**config.mk**
```make
export PLATFORM = sky130hd
export DESIGN_NAME = source_text_minifier_unit_flat
export DESIGN_NICKNAME = d
export VERILOG_FILES = /design/src/sv/stm_pkg.sv /design/src/sv/stm_in_if.sv /design/src/sv/stm_out_if.sv /design/src/sv/source_text_minifier_unit.sv /design/src/sv/stm_judge.sv /design/src/sv/stm_queue.sv /design/src/flat_wrapper.sv
export SDC_FILE = /design/constraint.sdc
export NUM_CORES = 1
export LEC_CHECK = 0
export ABC_AREA = 1
export BUFFER_PORTS_ARGS = -buffer_cell sky130_fd_sc_hd__buf_2
export CAP_MARGIN = 20
export CORE_ASPECT_RATIO = 0.7
export CORE_MARGIN = 1.5
export CORE_UTILIZATION = 36
export CTS_CLUSTER_SIZE = 12
export DETAILED_ROUTE_END_ITERATION = 16
export PLACE_DENSITY = 0.61
export SETUP_SLACK_MARGIN = 0.5
export SLEW_MARGIN = 20
export SYNTH_ARGS = -nofsm -noshare
export SYNTH_HDL_FRONTEND = slang
export SYNTH_SLANG_ARGS = --single-unit
```
**constraint.sdc**
```tcl
create_clock -name clk -period 5.4 [get_ports clk]
set_clock_uncertainty 0.1 [all_clocks]
set_input_delay 1.35 -clock clk [delete_from_list [all_inputs] [get_ports clk]]
set_output_delay 1.35 -clock clk [all_outputs]
set_load 0.02 [all_outputs]
```
**src/sv/stm_pkg.sv**
```systemverilog
// Shared types, character classes and the per-byte judge function
// for the source text minifier. No dependencies.
package stm_pkg;

	// Character codes
	localparam logic [7:0] CH_SLASH  = 8'h2F;
	localparam logic [7:0] CH_STAR   = 8'h2A;
	localparam logic [7:0] CH_SQUOTE = 8'h27;
	localparam logic [7:0] CH_DQUOTE = 8'h22;
	localparam logic [7:0] CH_BSLASH = 8'h5C;
	localparam logic [7:0] CH_RBRACE = 8'h7D;
	localparam logic [7:0] CH_NL     = 8'h0A;

	// Regex tracking phases
	localparam logic [1:0] RX_NONE  = 2'd0;
	localparam logic [1:0] RX_BODY  = 2'd1;
	localparam logic [1:0] RX_FLAGS = 2'd2;

	// Output queue geometry
	localparam int QDEPTH = 4;
	localparam int QAW    = $clog2(QDEPTH);

	// Scanner state carried from byte to byte
	typedef struct packed {
		logic [7:0] prev_char;
		logic [7:0] last_nonspace;
		logic       line_comment_on;
		logic       block_comment_on;
		logic       single_quote_on;
		logic       double_quote_on;
		logic       space_run_on;
		logic [1:0] regex_phase;
	} stm_scan_t;

	typedef struct packed {
		stm_scan_t st;
		logic      keep;
	} stm_judge_t;

	// One result item
	typedef struct packed {
		logic [7:0] out_byte;
		logic       byte_valid;
		logic       out_last;
	} stm_res_t;

	// Up to two result items pushed per input item
	typedef struct packed {
		logic     wr0;
		stm_res_t d0;
		logic     wr1;
		stm_res_t d1;
	} stm_push_t;

	// Judge status seen by the top level
	typedef struct packed {
		logic pending_valid;
		logic in_special;
	} stm_jstat_t;

	function automatic logic is_sp(input logic [7:0] c);
		return (c == 8'd32) || (c >= 8'd9 && c <= 8'd13);
	endfunction

	function automatic logic is_alpha(input logic [7:0] c);
		return (c >= 8'd65 && c <= 8'd90) || (c >= 8'd97 && c <= 8'd122);
	endfunction

	function automatic logic is_pu(input logic [7:0] c);
		return (c >= 8'd33) && (c <= 8'd126) && !(c >= 8'd48 && c <= 8'd57) &&
			!is_alpha(c);
	endfunction

	function automatic logic special(input stm_scan_t s);
		return s.line_comment_on || s.block_comment_on || s.single_quote_on ||
			s.double_quote_on || (s.regex_phase != RX_NONE);
	endfunction

	// Judge byte c with lookahead nc (nc_eof: no lookahead, end of text).
	// Rules run in order; each sees the flag updates of the ones before.
	function automatic stm_judge_t judge(input stm_scan_t s, input logic [7:0] c,
		input logic [7:0] nc, input logic nc_eof);
		stm_scan_t  n;
		stm_judge_t r;
		logic       drop;
		logic [7:0] pc;
		n    = s;
		pc   = s.prev_char;
		drop = 1'b0;

		// line comment
		if (!special(n) && c == CH_SLASH && !nc_eof && nc == CH_SLASH) begin
			n.line_comment_on = 1'b1;
		end else if (n.line_comment_on && c == CH_NL) begin
			n.line_comment_on = 1'b0;
			drop = 1'b1;
		end
		// block comment
		if (!special(n) && c == CH_SLASH && !nc_eof && nc == CH_STAR) begin
			n.block_comment_on = 1'b1;
		end else if (n.block_comment_on && c == CH_SLASH && pc == CH_STAR) begin
			n.block_comment_on = 1'b0;
			drop = 1'b1;
		end
		// quoted strings
		if (!special(n) && c == CH_SQUOTE) begin
			n.single_quote_on = 1'b1;
		end else if (n.single_quote_on && pc != CH_BSLASH && c == CH_SQUOTE) begin
			n.single_quote_on = 1'b0;
		end
		if (!special(n) && c == CH_DQUOTE) begin
			n.double_quote_on = 1'b1;
		end else if (n.double_quote_on && pc != CH_BSLASH && c == CH_DQUOTE) begin
			n.double_quote_on = 1'b0;
		end
		// whitespace
		n.space_run_on = !special(n) && is_sp(c) && is_sp(pc);
		if (!special(n) && is_sp(c) && (is_pu(pc) || (!nc_eof && is_pu(nc)))) begin
			drop = 1'b1;
		end
		if (!special(n) && is_sp(c) && pc == CH_RBRACE) begin
			drop = 1'b0;
		end
		// regex literal
		if (!special(n) && c == CH_SLASH && is_pu(n.last_nonspace)) begin
			n.regex_phase = RX_BODY;
		end else if (n.regex_phase == RX_BODY && c == CH_SLASH && pc != CH_BSLASH) begin
			n.regex_phase = RX_FLAGS;
		end else if (n.regex_phase == RX_FLAGS && !is_alpha(c)) begin
			n.regex_phase = RX_NONE;
		end

		r.keep = !drop && !n.line_comment_on && !n.block_comment_on && !n.space_run_on;
		if (!is_sp(c)) begin
			n.last_nonspace = c;
		end
		n.prev_char = c;
		r.st = n;
		return r;
	endfunction

endpackage

```
**src/sv/stm_in_if.sv**
```systemverilog
// Input channel of the source text minifier: valid/ready plus one text byte.
// No dependencies.
interface stm_in_if;
	logic       valid;
	logic       ready;
	logic [7:0] in_byte;
	logic       in_final;

	modport source (output valid, output in_byte, output in_final, input ready);
	modport sink (input valid, input in_byte, input in_final, output ready);
endinterface

```
**src/sv/stm_out_if.sv**
```systemverilog
// Output channel of the source text minifier: valid/ready plus one result item.
// No dependencies.
interface stm_out_if;
	logic       valid;
	logic       ready;
	logic [7:0] out_byte;
	logic       byte_valid;
	logic       out_last;

	modport source (output valid, output out_byte, output byte_valid, output out_last,
		input ready);
	modport sink (input valid, input out_byte, input byte_valid, input out_last,
		output ready);
endinterface

```
**src/sv/source_text_minifier_unit.sv**
```systemverilog
// Source text minifier. An item is registered, judged from the input register
// and its results enter a four-entry queue once it has room for two results.
// Each byte is judged when the following item arrives, so its result trails by one item.
// Throughput: one item per cycle while the queue has room, one result per cycle out.
// Reset (arst_n low) clears scanner state, the input register and the queue.
// Depends on stm_pkg, stm_in_if, stm_out_if, stm_judge, stm_queue.
module source_text_minifier_unit (
	input  logic      clk,
	input  logic      arst_n,
	stm_in_if.sink    feed,
	stm_out_if.source result
);

	logic                       v_s1;
	logic [7:0]                 byte_s1;
	logic                       final_s1;
	logic                       adv;
	logic                       room2;
	logic                       not_empty;
	logic [stm_pkg::QAW:0]      level;
	stm_pkg::stm_push_t         push;
	stm_pkg::stm_jstat_t        stat;
	stm_pkg::stm_res_t          head;

	// input register moves on once the queue has room for two items
	assign adv        = v_s1 && room2;
	assign feed.ready = !v_s1 || adv;

	always_ff @(posedge clk or negedge arst_n) begin
		if (!arst_n) begin
			v_s1 <= 1'b0;
		end else if (feed.valid && feed.ready) begin
			v_s1 <= 1'b1;
		end else if (adv) begin
			v_s1 <= 1'b0;
		end
	end

	always_ff @(posedge clk) begin
		if (feed.valid && feed.ready) begin
			byte_s1  <= feed.in_byte;
			final_s1 <= feed.in_final;
		end
	end

	stm_judge u_judge (
		.clk      (clk),
		.arst_n   (arst_n),
		.adv      (adv),
		.in_byte  (byte_s1),
		.in_final (final_s1),
		.push     (push),
		.stat     (stat)
	);

	stm_queue u_queue (
		.clk       (clk),
		.arst_n    (arst_n),
		.push      (push),
		.pop       (result.ready),
		.not_empty (not_empty),
		.room2     (room2),
		.head      (head),
		.level     (level)
	);

	assign result.valid      = not_empty;
	assign result.out_byte   = head.out_byte;
	assign result.byte_valid = head.byte_valid;
	assign result.out_last   = head.out_last;

	// queue never overfills
	a_level: assert property (@(posedge clk) disable iff (!arst_n)
		level <= (stm_pkg::QAW + 1)'(stm_pkg::QDEPTH))
		else $error("result queue overflow");

	// the final item leaves no pending byte and no open string or comment
	a_final_clear: assert property (@(posedge clk) disable iff (!arst_n)
		adv && final_s1 |=> !stat.pending_valid && !stat.in_special)
		else $error("state not cleared after final item");

	// a result without a byte can only be the closing one
	a_empty_last: assert property (@(posedge clk) disable iff (!arst_n)
		result.valid && !result.byte_valid |-> result.out_last)
		else $error("empty result that is not closing");

	// an empty input register always takes an item
	a_ready: assert property (@(posedge clk) disable iff (!arst_n)
		!v_s1 |-> feed.ready)
		else $error("input stalled while input register empty");

endmodule

```
**src/sv/stm_judge.sv**
```systemverilog
// Scanner state and per-item judge logic: one or two judgments per item.
// Depends on stm_pkg.
module stm_judge (
	input  logic              clk,
	input  logic              arst_n,
	input  logic              adv,
	input  logic [7:0]        in_byte,
	input  logic              in_final,
	output stm_pkg::stm_push_t push,
	output stm_pkg::stm_jstat_t stat
);

	stm_pkg::stm_scan_t  scan_q;
	logic [7:0]          pend_q;
	logic                pend_v_q;
	stm_pkg::stm_judge_t j0;
	stm_pkg::stm_judge_t j1;
	stm_pkg::stm_scan_t  st1;
	logic                kept0;

	// pending byte judged with the new byte as lookahead, then on the
	// final item the new byte itself with end of text as lookahead
	always_comb begin
		j0    = stm_pkg::judge(scan_q, pend_q, in_byte, 1'b0);
		st1   = pend_v_q ? j0.st : scan_q;
		kept0 = pend_v_q && j0.keep;
		j1    = stm_pkg::judge(st1, in_byte, in_byte, 1'b1);

		push.wr0           = adv && kept0;
		push.d0.out_byte   = pend_q;
		push.d0.byte_valid = 1'b1;
		push.d0.out_last   = 1'b0;
		push.wr1           = adv && in_final;
		push.d1.out_byte   = j1.keep ? in_byte : 8'd0;
		push.d1.byte_valid = j1.keep;
		push.d1.out_last   = 1'b1;
	end

	assign stat.pending_valid = pend_v_q;
	assign stat.in_special    = stm_pkg::special(scan_q);

	// state update; the final item returns everything to reset
	always_ff @(posedge clk or negedge arst_n) begin
		if (!arst_n) begin
			scan_q   <= '0;
			pend_q   <= '0;
			pend_v_q <= 1'b0;
		end else if (adv) begin
			if (in_final) begin
				scan_q   <= '0;
				pend_q   <= '0;
				pend_v_q <= 1'b0;
			end else begin
				scan_q   <= st1;
				pend_q   <= in_byte;
				pend_v_q <= 1'b1;
			end
		end
	end

endmodule

```
**src/sv/stm_queue.sv**
```systemverilog
// Small result queue: takes up to two items per cycle, hands out one.
// Depends on stm_pkg.
module stm_queue (
	input  logic                   clk,
	input  logic                   arst_n,
	input  stm_pkg::stm_push_t     push,
	input  logic                   pop,
	output logic                   not_empty,
	output logic                   room2,
	output stm_pkg::stm_res_t      head,
	output logic [stm_pkg::QAW:0]  level
);

	stm_pkg::stm_res_t           mem_q [stm_pkg::QDEPTH];
	logic [stm_pkg::QAW-1:0]     head_q;
	logic [stm_pkg::QAW-1:0]     tail_q;
	logic [stm_pkg::QAW:0]       count_q;
	logic [stm_pkg::QAW-1:0]     tail1;
	logic                        do_pop;

	assign not_empty = (count_q != '0);
	assign room2     = (count_q <= (stm_pkg::QAW + 1)'(stm_pkg::QDEPTH - 2));
	assign head      = mem_q[head_q];
	assign level     = count_q;
	assign do_pop    = pop && not_empty;
	assign tail1     = tail_q + {{(stm_pkg::QAW - 1){1'b0}}, push.wr0};

	// storage
	always_ff @(posedge clk) begin
		if (push.wr0) begin
			mem_q[tail_q] <= push.d0;
		end
		if (push.wr1) begin
			mem_q[tail1] <= push.d1;
		end
	end

	// pointers and fill count
	always_ff @(posedge clk or negedge arst_n) begin
		if (!arst_n) begin
			head_q  <= '0;
			tail_q  <= '0;
			count_q <= '0;
		end else begin
			tail_q  <= tail1 + {{(stm_pkg::QAW - 1){1'b0}}, push.wr1};
			if (do_pop) begin
				head_q <= head_q + {{(stm_pkg::QAW - 1){1'b0}}, 1'b1};
			end
			count_q <= count_q + {{stm_pkg::QAW{1'b0}}, push.wr0}
				+ {{stm_pkg::QAW{1'b0}}, push.wr1} - {{stm_pkg::QAW{1'b0}}, do_pop};
		end
	end

endmodule

```
**src/flat_wrapper.sv**
```systemverilog
// flat-port wrapper written by rule: the top's interface ports become plain ports
module source_text_minifier_unit_flat 
  (clk, arst_n, feed_valid, feed_in_byte, feed_in_final, feed_ready, result_valid, result_out_byte, result_byte_valid, result_out_last, result_ready);
  stm_in_if feed_i ();
  stm_out_if result_i ();
  input  logic clk;
  input  logic arst_n;
  input wire logic [$bits(feed_i.valid)-1:0] feed_valid;
  input wire logic [$bits(feed_i.in_byte)-1:0] feed_in_byte;
  input wire logic [$bits(feed_i.in_final)-1:0] feed_in_final;
  output wire logic [$bits(feed_i.ready)-1:0] feed_ready;
  output wire logic [$bits(result_i.valid)-1:0] result_valid;
  output wire logic [$bits(result_i.out_byte)-1:0] result_out_byte;
  output wire logic [$bits(result_i.byte_valid)-1:0] result_byte_valid;
  output wire logic [$bits(result_i.out_last)-1:0] result_out_last;
  input wire logic [$bits(result_i.ready)-1:0] result_ready;
  assign feed_i.valid = feed_valid;
  assign feed_i.in_byte = feed_in_byte;
  assign feed_i.in_final = feed_in_final;
  assign feed_ready = feed_i.ready;
  assign result_valid = result_i.valid;
  assign result_out_byte = result_i.out_byte;
  assign result_byte_valid = result_i.byte_valid;
  assign result_out_last = result_i.out_last;
  assign result_i.ready = result_ready;
  source_text_minifier_unit u_core (.clk(clk), .arst_n(arst_n), .feed(feed_i), .result(result_i));
endmodule
```
### Word-level counts from Yosys, hierarchy flattened

Memory sizes are Yosys's and may differ from the RTL's.
Index checks and enable logic that the tools add are counted.

* bits in registers: 48
* bits in latches: 0
* RAM bits: 40
* bits in read-only memories: 0
* bits of input ports: 13
* output and inout bits: 12
* word-level logic and storage cells: 274
* memories: 1

Memories
* u_core.u_queue.mem_q: depth 4, bits a word 10, rd ports 1, clocked after memory_dff 0, write ports 2, RTL line stm_queue.sv:14 `stm_pkg::stm_res_t mem_q [stm_pkg::QDEPTH];`

* $add $sub $neg: 6
* multipliers: 0
* divide/modulo/power cells: 0
* $lt $le $gt $ge: 45
* equal/unequal tests: 22
* shift operators: 0
* muxes and demuxes: 39
* bitwise gates (word level): 0
* reductions and logical operators: 146

Operators by type and width (number)
* 8-bit by 7-bit less-or-equal comparator with 1-bit output, second input constant: 14
* 8-bit by 6-bit == test with 1-bit output, second input constant: 13
* 8-bit by 7-bit >= comparator with 1-bit output, second input constant: 10
* 1-bit logical AND: 77
* 8-bit by 6-bit >= comparator with 1-bit output, second input constant: 8
* 23-bit 2-to-1 mux: 2
* 1-bit logical OR: 37
* 8-bit by 4-bit >= comparator with 1-bit output, second input constant: 4
* 8-bit by 4-bit less-or-equal comparator with 1-bit output, second input constant: 4
* 8-bit by 6-bit less-or-equal comparator with 1-bit output, second input constant: 4
* 1-bit 2-to-1 mux: 31
* 1-bit logical NOT: 26
* 8-bit 2-to-1 mux: 3
* 8-bit by 4-bit == test with 1-bit output, second input constant: 2
* 8-bit by 7-bit == test with 1-bit output, second input constant: 2
* 8-bit by 7-bit != test with 1-bit output, second input constant: 2
* 2-bit nonzero test: 4
* 3-bit by 1-bit adder with 3-bit output: 2
* 2-bit 2-to-1 mux: 3
* 2-bit by 1-bit adder with 2-bit output: 2
* 3-bit by 2-bit less-or-equal comparator with 1-bit output, second input constant: 1
* 3-bit AND reduction: 1
* 3-bit nonzero test: 1
* 3-bit by 1-bit subtractor with 3-bit output: 1
* 4 further kinds: 4

### Depth between registers and ports, before layout

Gate-level depths: netlist of run 1.

* depth after elaboration: 64
* depth in mapped cells: 24

### Modules after synthesis

From an unflattened synthesis of run 1, not the netlist that was laid out.

* cell total of the unflattened synthesis: 689
* area, all modules: 5515.3 µm²

By module, submodules not included
* stm_queue: instances 1, cells each 310, area an instance 2703.8 µm², seq. area each 1376.3 µm²
* stm_judge: instances 1, cells each 362, area an instance 2488.6 µm², seq. area each 775.7 µm²
* source_text_minifier_unit: instances 1, cells each 17, area an instance 322.8 µm², seq. area each 295.3 µm²

### Worst setup path before layout of run 1

OpenSTA, ideal clock, no wires.

* path kind: register to register
* start point: register u_core.u_judge.pend_q[6]
* end point: memory u_core.u_queue.mem_q[3][1] (netlist bit) (enable)
* setup time: 0.335 ns
* data arrival time: 3.325 ns
* required time: 4.965 ns
* slack: 1.640 ns
* cell stages (with the launch flop): 22
* path buffers: 2
* clock period less this slack: 3.760 ns
* cell sequence: dfrtp_1 > buf_6 > nor2_2 > inv_2 > nor2_2 > nand2_1 > o21ai_2 > nand3_2 > inv_2 > nand4_1 > nor3_2 > nand2_1 > nand2_1 > a21oi_4 > buf_4 > ha_1 > or2_2 > nand2_1 > inv_1 > nor3_1 > clkinv_1 > nand2_1

RTL lines
* start, declared: RTL line stm_judge.sv:14 `logic [7:0] pend_q;`
* start signal, assigned: RTL line stm_judge.sv:55 `pend_q <= in_byte;`
* end, declared: RTL line stm_queue.sv:14

==> results of run 1 <==
-- worst reg2reg max path: cells and delay by family (launching register included) --
kind | cells | cell delay (ps)
AO/OA/AOI/OAI | 1 | 70
adder cells (fa/ha/maj) | 1 | 200
flip-flops | 1 | 660
buffers and inverters | 5 | 640
AND/OR/NAND/NOR | 14 | 2450
-- kinds of logic (layout without fill, tap and decap cells) --
| group | Yosys count | after routing | share of synthesized area, % |
|---|---|---|---|
| adder cells (fa/ha/maj) | 6 | 6 | 1.699 |
| flip-flops | 88 | 88 | 45.41 |
| AO/OA/AOI/OAI | 116 | 116 | 13.19 |
| buffers and inverters | 113 | 125 | 9.700 |
| XOR/XNOR | 3 | 3 | 0.4957 |
| AND/OR/NAND/NOR | 322 | 322 | 29.50 |
-- cell type report --
class	count	area share [%]
Multi-Input combinational cell	447	41.04
Inverter	79	5.113
Clock buffer	9	3.883
Sequential cell	88	41.51
Tap cell	190	4.099
Timing Repair Buffer	30	2.848
Clock inverter	7	1.510
-- synth_stat cells, types with 5 or more instances --
cell type | count | area [um^2]
nor3_1 | 16 | 80.08
clkinv_1 | 7 | 26.28
edfxtp_1 | 45 | 1351
dfrtp_1 | 39 | 975.9
o21ai_0 | 44 | 220.2
buf_6 | 9 | 101.4
nor2_1 | 60 | 225.2
nor2_2 | 8 | 50.05
o21ai_2 | 5 | 43.79
o22ai_1 | 34 | 212.7
a21oi_1 | 12 | 60.06
nand3_1 | 23 | 115.1
inv_2 | 5 | 18.77
o21ai_1 | 6 | 30.03
inv_1 | 67 | 251.5
nand2_1 | 118 | 442.9
buf_2 | 9 | 45.04
nand4_1 | 77 | 481.7
clkbuf_1 | 13 | 48.80
-- through the flow --
stage               total power, mW  std cells
finish                        3.399        850
global placement              2.684        834
CTS                           3.367        850
global route                  3.633        850
detailed placement            2.710        834
floorplan                     2.311        648
-- report_power, final --
group	total, mW	leakage, nW	internal, mW	switching [mW]
combinational	1.53	1.35	0.445	1.09
clock	0.651	0.146	0.367	0.284
sequential	1.21	0.970	0.932	0.281
-- state kept, by name, summed over array words and instances, names as in the netlist --
signal	count
u_core.u_queue.tail_q	2
u_core.u_queue.head_q	2
u_core.v_s1	1
u_core.byte_s1	8
u_core.u_judge.pend_q	8
u_core.u_judge.pend_v_q	1
u_core.final_s1	1
u_core.u_queue.level	3
u_core.u_queue.mem_q	40
u_core.u_judge.scan_q	22
-- metal layers --
metal,share of wire (%),global-route usage [%]
met1,49,32.49
met2,39,26.87
met3,11,4.847
met4,1.2,4.455
met5,0,0
-- worst paths after layout --
path	from	slack [ps]	depth (start not counted)	end
min	u_core.u_queue.mem_q[2][0]$_SDFFE_PP1P_	360	2	u_core.u_queue.mem_q[2][0]$_SDFFE_PP1P_
max reg2reg	u_core.u_judge.pend_q[1]$_DFFE_PN0P_	930	21	u_core.u_queue.mem_q[3][1]$_DFFE_PP_
max in group asynchronous	arst_n	3560	1	u_core.u_judge.pend_q[4]$_DFFE_PN0P_
max	u_core.u_judge.pend_q[1]$_DFFE_PN0P_	930	21	u_core.u_queue.mem_q[3][1]$_DFFE_PP_
min in group asynchronous	arst_n	1030	1	u_core.v_s1$_DFFE_PN0P_
min reg2reg	u_core.u_queue.mem_q[2][0]$_SDFFE_PP1P_	360	2	u_core.u_queue.mem_q[2][0]$_SDFFE_PP1P_
==> out/results.tsv, run 1 <==
metric	value	unit
status	finished clean	
dr.pass1.iters	7	
p_leak	2.462	nW
crit_fanout	11	
worstPathArrival	4380	ps
post-route-util	41.00	%
clk_path_buf_depth	2	
slew_headroom	36.80	%
die_h	104.5	um
period_minus_slack	4466	ps
antenna_found_initial	0	
final_cell_area	0.005799	mm^2
start_util	37.48	%
drv_cap	0	
viasPerCell	5.792	
dp_hpwl	11.25	mm
syn_area_per_cell	8.181	um^2
cts_hold_buf	0	
grt_pass1_vias	4413	
final_layout_size_suffix_gt1_share	12.27	%
grtUsageTotal	20.29	%
grt_pass1_wl	24.21	mm
port_buffers	24	
clock_sinks	88	
ys_seq_area_share	45.41	%
ant_nets	0	
drt-total-wl	15.22	mm
first_iter_violations	755	
crit_type	reg -> reg	
grt.overflow.total	0	
io_pins	25	
post_cts_resized	0	
register_area	0.002407	mm^2
diodes	0	
wl_per_cell	17.91	um
cts-root-buf	clkbuf_16	
drc_errors	0	
tightest_slew	946.0	ps
slew_violations	0	
whs	359.5	ps
htree_levels	3	
vias	4923	
critical_path.slowest_cell	dfrtp_1	
synthCells	648	
path_cells	nand2_1 > nor2_1 > inv_1 > nor2_1 > nand4_1 > nand3_2 > inv_2 > nand4_2 > nand2_1 > nor3_2 > nand2_1 > nand2_1 > a21oi_4 > ha_1 > or2_2 > nand2_1 > inv_1 > nor3_1 > buf_4 > clkinv_1 > nand2_1	
cts_setup_buffers	0	
core	0.01414	mm^2
synth.net_count	667	
placed_area	0.005487	mm^2
cp_slowest_stage_delay	660	ps
netlist_area	0.005301	mm^2
p_per_area	586.2	mW/mm^2
synth-main-ff-cell	edfxtp_1	
dp_slack	1088	ps
clk_pin_slew	70	ps
crit_buf_inv	5	
peakVddDrop	0.2569	mV
die_area	0.01547	mm^2
n_fill_cell	1446	
cts_tree	done	
grt_max_degree	40	
layout_commonest_cell	nand2_1	
layout.nets	674	
area_growth	9.393	%
multiInputGateArea	0.002380	mm^2
place_congestion	0.9750	
fin_ws	934.0	ps
fmax	223.9	MHz
period_share	82.70	%
synth.distinct_cells	44	
startpoint_type	flip-flop	
finalSetupViolCount	0	
yosys_warnings	0	
dieWidth	148.0	um
hold_viol_final	0	
synth-edff-count	45	
critPathRequiredTime	5310	ps
cp-end-kind	flip-flop	
rsz0062_at_grt	no	
hp-class	reg -> reg	
cts_buffers	9	
synthArstFlopShare	44.32	%
layout_common_cells	118 x nand2_1, 77 x nand4_1, 67 x inv_1, 60 x nor2_1, 45 x edfxtp_1	
num_rows	36	
final.setup.tns	0	ps
cp_common_cell	nand2_1	
synth-seq-cells	88	
path_delay_family	simple AND/OR/NAND/NOR gates	
clk_latency	350	ps
(Power assumes the default switching activity.)
==> run 2, diff against run 1 <==
--- a/config.mk
+++ b/config.mk
@@ -13,7 +13,7 @@
 export CORE_UTILIZATION = 36
 export CTS_CLUSTER_SIZE = 12
 export DETAILED_ROUTE_END_ITERATION = 16
-export PLACE_DENSITY = 0.61
+export PLACE_DENSITY = 0.63
 export SETUP_SLACK_MARGIN = 0.5
 export SLEW_MARGIN = 20
 export SYNTH_ARGS = -nofsm -noshare
==> constraint.sdc (replaced) <==
create_clock -name clk -period 3.81 [get_ports clk]
set_clock_uncertainty 0.1 [all_clocks]
set_input_delay 0.9525 -clock clk [delete_from_list [all_inputs] [get_ports clk]]
set_output_delay 0.9525 -clock clk [all_outputs]
set_load 0.02 [all_outputs]
==> out/results.tsv, run 2 (synthesis gave the netlist of run 1 again) <==
metric	value	unit
drc_errors	0	
power	5.565	mW
critical_path.slowest_cell	dfrtp_1	
tightest_slew	921.0	ps
grt.overflow.total	0	
fmax	297.3	MHz
ff2ff_setup_slack	450	ps
grt_pass1_wl	26.65	mm
crit_fanout	5	
dp_hpwl	11.77	mm
status	finished clean	
area_growth	29.48	%
wl_met3	2.569	mm
cp_common_cell	nand4_1	
finalSetupViolCount	0	
cp-end-kind	flip-flop	
place_congestion	0.9482	
cp_slowest_stage_delay	410	ps
core	0.01414	mm^2
cts_buffers	9	
dieWidth	148.0	um
whs_path_depth	2	
vias	5459	
io_pins	25	
path_cells	inv_2 > nand2_2 > nor2_4 > nand4_1 > or2_1 > nand4_2 > nand2_2 > nor3_4 > nand2_1 > nand4_1 > a21oi_4 > ha_4 > or2_4 > nand2_4 > inv_4 > nor3_4 > clkinv_4 > buf_6 > nand4_1 > nand2_1	
viasPerCell	5.839	
p_per_area	810.8	mW/mm^2
htree_levels	3	
drt-total-wl	17.97	mm
hp-start	u_core.u_queue.mem_q[2][0]$_SDFFE_PP1P_	
wl_met1	7.777	mm
clock_sinks	88	
n_fill_cell	1312	
diodes	0	
top_layer_used	met4	
regMostFlops	u_core.u_queue.mem_q	
final_layout_size_suffix_gt1_share	29.26	%
period_share	88.29	%
wl_per_cell	19.22	um
slew_violations	0	
num_rows	36	
min_to	u_core.u_queue.mem_q[2][0]$_SDFFE_PP1P_	
reg2reg_depth	20	
ant_nets	0	
peakVddDrop	0.5792	mV
worstPathArrival	3360	ps
r2r-end	u_core.u_queue.mem_q[3][4]$_DFFE_PP_	
cts_tree	done	
clk_path_buf_depth	2	
path_delay_family	simple AND/OR/NAND/NOR gates	
p_leak	2.976	nW
dr.pass1.iters	6	
first_iter_violations	769	
crit_type	reg -> reg	
cts_hold_buf	0	
start_util	37.48	%
cts-root-buf	clkbuf_16	
top_regs	u_core.u_queue.mem_q x40, u_core.u_judge.scan_q x22	
r2r_start	u_core.u_judge.pend_q[4]$_DFFE_PN0P_	
clk_latency	340	ps
clk_pin_slew	70	ps
die_area	0.01547	mm^2
grt_pass1_vias	4869	
layout.nets	759	
layout_common_cells	103 x nand2_1, 77 x nand4_1, 71 x buf_4, 56 x inv_1, 52 x nor2_1	
crit_buf_inv	4	
startpoint_type	flip-flop	
antenna_found_initial	0	
timing.critical_path.from	u_core.u_judge.pend_q[4]$_DFFE_PN0P_	
rsz0062_at_grt	yes	
grtUsageTotal	22.32	%
drv_cap	0	
layout_commonest_cell	nand2_1	
critPathRequiredTime	3810	ps
hold_viol_final	0	
largest_reg_flops	40	
hp-class	reg -> reg	
wl_met2	7.325	mm
die_h	104.5	um
slew_headroom	38.60	%
port_buffers	24	
final.setup.tns	0	ps
period_minus_slack	3364	ps
grt_max_degree	40	
[run 2: cell type report]
cell class                 count  area, um^2  area share [%]
sequential                    88        2410           35.11
timing repair buffer         106       803.3           11.70
clock inverter                 7       103.9           1.513
tap                          190       237.7           3.463
multi-input combinational    453        2744           39.97
clock buffer                   9       225.2           3.281
inverter                      79       316.6           4.612
timing repair inverter         3       23.77          0.3463
[run 2: through the flow]
stage	util, %	hold slack (ps)	worst slack, ps	area [um^2]	instances
after global placement	40.61	328.0	214.7	5743	856
after floorplan	-	313.6	449.0	5401	648
after CTS	44.94	352.6	498.4	6356	897
final	48.53	357.4	446.1	6864	935
after global routing	48.53	367.4	231.4	6864	935
after detailed placement	40.61	333.2	139.5	5743	856
[run 2: worst register-to-register path: stages (launching register included)]
cell and delay [ps]:
dfrtp_1 410, inv_2 110, nand2_2 70, nor2_4 170
nand4_1 160, or2_1 300, nand4_2 90, nand2_2 80
nor3_4 200, nand2_1 80, nand4_1 120, a21oi_4 60
ha_4 160, or2_4 230, nand2_4 90, inv_4 50
nor3_4 250, clkinv_4 110, buf_6 140, nand4_1 80
nand2_1 80
[run 2: how the worst max path moves through the flow]
stage	to	slack [ps]	depth (start not counted)
2_1_floorplan	u_core.u_queue.mem_q[0][1]$_DFFE_PP_	450	21
3_3_place_gp	u_core.u_queue.mem_q[0][8]$_DFFE_PP_	210	17
3_5_place_dp	u_core.u_queue.mem_q[0][7]$_DFFE_PP_	140	17
4_1_cts	u_core.u_queue.level[2]$_DFF_PN0_	500	12
5_1_grt	u_core.u_queue.mem_q[3][4]$_DFFE_PP_	230	21
6_report	u_core.u_queue.mem_q[3][4]$_DFFE_PP_	450	20
[run 2: routing by layer]
| layer | global-route usage (%) | vias to the layer above |
|---|---|---|
| met5 | 0 | - |
| met4 | 4.950 | 0 |
| met3 | 6.157 | 37 |
| met2 | 31.31 | 377 |
| met1 | 33.78 | 2560 |
| li1 | - | 2485 |
[run 2: repair_timing]
action | CTS | global route
resized for setup | 23 | 54
endpoints found under the setup margin | 75 | 75
pin swaps | 17 | 39
setup buffers | 23 | 29
gates cloned | 2 | 9
[run 2: report_power, final]
part | switching [mW] | total (mW) | internal [mW]
registers | 0.248 | 1.57 | 1.32
logic | 1.99 | 3.00 | 1.01
clock network | 0.408 | 0.991 | 0.583
total | 2.64 | 5.57 | 2.92
==> run 3, diff against run 2 <==
--- a/config.mk
+++ b/config.mk
@@ -13,6 +13,7 @@
 export CORE_UTILIZATION = 36
 export CTS_CLUSTER_SIZE = 12
 export DETAILED_ROUTE_END_ITERATION = 16
+export GPL_TIMING_DRIVEN = 0
 export PLACE_DENSITY = 0.63
 export SETUP_SLACK_MARGIN = 0.5
 export SLEW_MARGIN = 20
==> out/results.tsv, run 3 (synthesis gave the netlist of run 1 again) <==
metric	value	unit
hold_viol_final	0	
cp_slowest_stage_delay	370	ps
multiInputGateArea	0.002634	mm^2
top_regs	u_core.u_queue.mem_q x40, u_core.u_judge.scan_q x22	
die_area	0.01547	mm^2
place_congestion	1.000	
cp-end-kind	flip-flop	
critical_path.slowest_cell	dfrtp_1	
diodes	0	
cts_buffers	9	
dp_slack	-394.1	ps
cts_hold_buf	0	
num_rows	36	
clk_pin_slew	80	ps
io_pins	25	
cp.depth	22	
final.setup.tns	0	ps
layout.nets	750	
drt-total-wl	17.00	mm
cts-root-buf	clkbuf_16	
path_cells	buf_6 > nor2_4 > inv_2 > nor2_4 > nand4_1 > or2_1 > nand4_2 > nand2_2 > nor3_4 > nand2_1 > nand4_1 > a21oi_4 > buf_6 > ha_4 > or2_4 > nand2_4 > inv_4 > nor3_4 > buf_6 > buf_8 > nand4_1 > nand2_2	
peakVddDrop	0.3884	mV
period_share	95.06	%
register_area	0.002409	mm^2
reg2reg_depth	22	
finalSetupViolCount	0	
crit_type	reg -> reg	
final_layout_size_suffix_gt1_share	26.63	%
fin_ws	188.3	ps
critPathRequiredTime	3930	ps
first_iter_violations	619	
power	5.487	mW
slew_violations	0	
regMostFlops	u_core.u_queue.mem_q	
tightest_slew	975.3	ps
viasPerCell	5.779	
drv_cap	0	
htree_levels	3	
cts_tree	done	
layout_common_cells	101 x nand2_1, 77 x nand4_1, 61 x inv_1, 53 x nor2_1, 45 x edfxtp_1	
grt.overflow.total	0	
hp-class	reg -> reg	
p_per_area	813.1	mW/mm^2
wl_per_cell	18.36	um
p_leak	2.913	nW
crit_fanout	5	
crit_buf_inv	6	
clk_path_buf_depth	2	
startpoint_type	flip-flop	
core	0.01414	mm^2
slew_headroom	34.98	%
grtUsageTotal	22.21	%
worstPathArrival	3740	ps
grt_max_degree	40	
vias	5351	
dp_hpwl	11.84	mm
antenna_found_initial	0	
layout_commonest_cell	nand2_1	
rsz0062_at_grt	yes	
die_h	104.5	um
dieWidth	148.0	um
period_minus_slack	3622	ps
clk_latency	350	ps
drc_errors	0	
clock_sinks	88	
status	finished clean	
whs_path_depth	2	
area_growth	27.28	%
grt_pass1_wl	26.49	mm
largest_reg_flops	40	
path_delay_family	simple AND/OR/NAND/NOR gates	
port_buffers	24	
ant_nets	0	
grt_pass1_vias	4883	
n_fill_cell	1338	
start_util	37.48	%
dr.pass1.iters	6	
fmax	276.1	MHz
==> run 3: cell count changes in the layout (fill, tap and decap cells not counted), sizes merged <==
cell / delta
clkinvlp: -1
bufinv: -1
nand2: -5
clkbuf: +11
buf: -15
clkinv: +2
==> run 3: cell type report <==
type	instances	share of cell area (%)
buffer	34	4.469
clock buffer	9	3.338
timing repair inverter	3	0.4079
sequential	88	35.69
tap	190	3.523
inverter	79	5.155
clock inverter	7	1.038
timing repair buffer	68	7.343
multi-input combinational	448	39.03
==> run 3: worst paths after layout <==
check                                                             start  slack [ps]                                       to
worst max-delay path               u_core.u_judge.pend_q[6]$_DFFE_PN0P_         190     u_core.u_queue.mem_q[2][6]$_DFFE_PP_
min in group asynchronous                                        arst_n         650     u_core.u_queue.head_q[1]$_DFFE_PN0P_
max in group asynchronous                                        arst_n        2270     u_core.u_judge.pend_q[7]$_DFFE_PN0P_
worst max register to register     u_core.u_judge.pend_q[6]$_DFFE_PN0P_         190     u_core.u_queue.mem_q[2][6]$_DFFE_PP_
worst min-delay path            u_core.u_queue.mem_q[2][0]$_SDFFE_PP1P_         360  u_core.u_queue.mem_q[2][0]$_SDFFE_PP1P_
worst min register to register  u_core.u_queue.mem_q[2][0]$_SDFFE_PP1P_         360  u_core.u_queue.mem_q[2][0]$_SDFFE_PP1P_
==> run 3: power breakdown <==
part	internal, mW	switching, mW
Clock	0.464	0.422
Sequential	1.32	0.191
Combinational	1.05	2.04
==> run 3: metrics by stage <==
step / util (%) / cell area, um^2 / cells / hold slack, ps
finish: 47.71 / 6748 / 926 / 363.6
global route: 47.71 / 6748 / 926 / 384.5
CTS: 46.82 / 6623 / 916 / 356.2
detailed placement: 40.72 / 5759 / 862 / 342.2
global placement: 40.72 / 5759 / 862 / 340.6
floorplan: - / 5401 / 648 / 313.6
==> run 3: layer usage <==
layer / global-route usage [%] / wire, um / up-vias / part of all wire (%)
li1: - / - / 2463 / -
met1: 33.64 / 7918 / 2535 / 47
met2: 32.24 / 7231 / 308 / 43
met3: 3.755 / 1534 / 45 / 9.0
met4: 6.436 / 318 / 0 / 1.9
met5: 0 / 0 / - / 0
==> run 3: repair_timing <==
| item | 4_1_cts | 5_1_grt |
|---|---|---|
| pin swaps | 34 | 17 |
| endpoints found under the setup margin | 80 | 78 |
| cloned | 6 | 0 |
| buffers inserted | 32 | 10 |
| resized for setup | 73 | 17 |
==> run 3: worst register-to-register path, stage by stage (launching register included) <==
cell and delay [ps]:
dfrtp_1 370, buf_6 120, nor2_4 130, inv_2 60, nor2_4 140, nand4_1 180, or2_1 300, nand4_2 100
nand2_2 90, nor3_4 220, nand2_1 80, nand4_1 120, a21oi_4 60, buf_6 120, ha_4 150, or2_4 230
nand2_4 90, inv_4 50, nor3_4 180, buf_6 200, buf_8 130, nand4_1 130, nand2_2 140
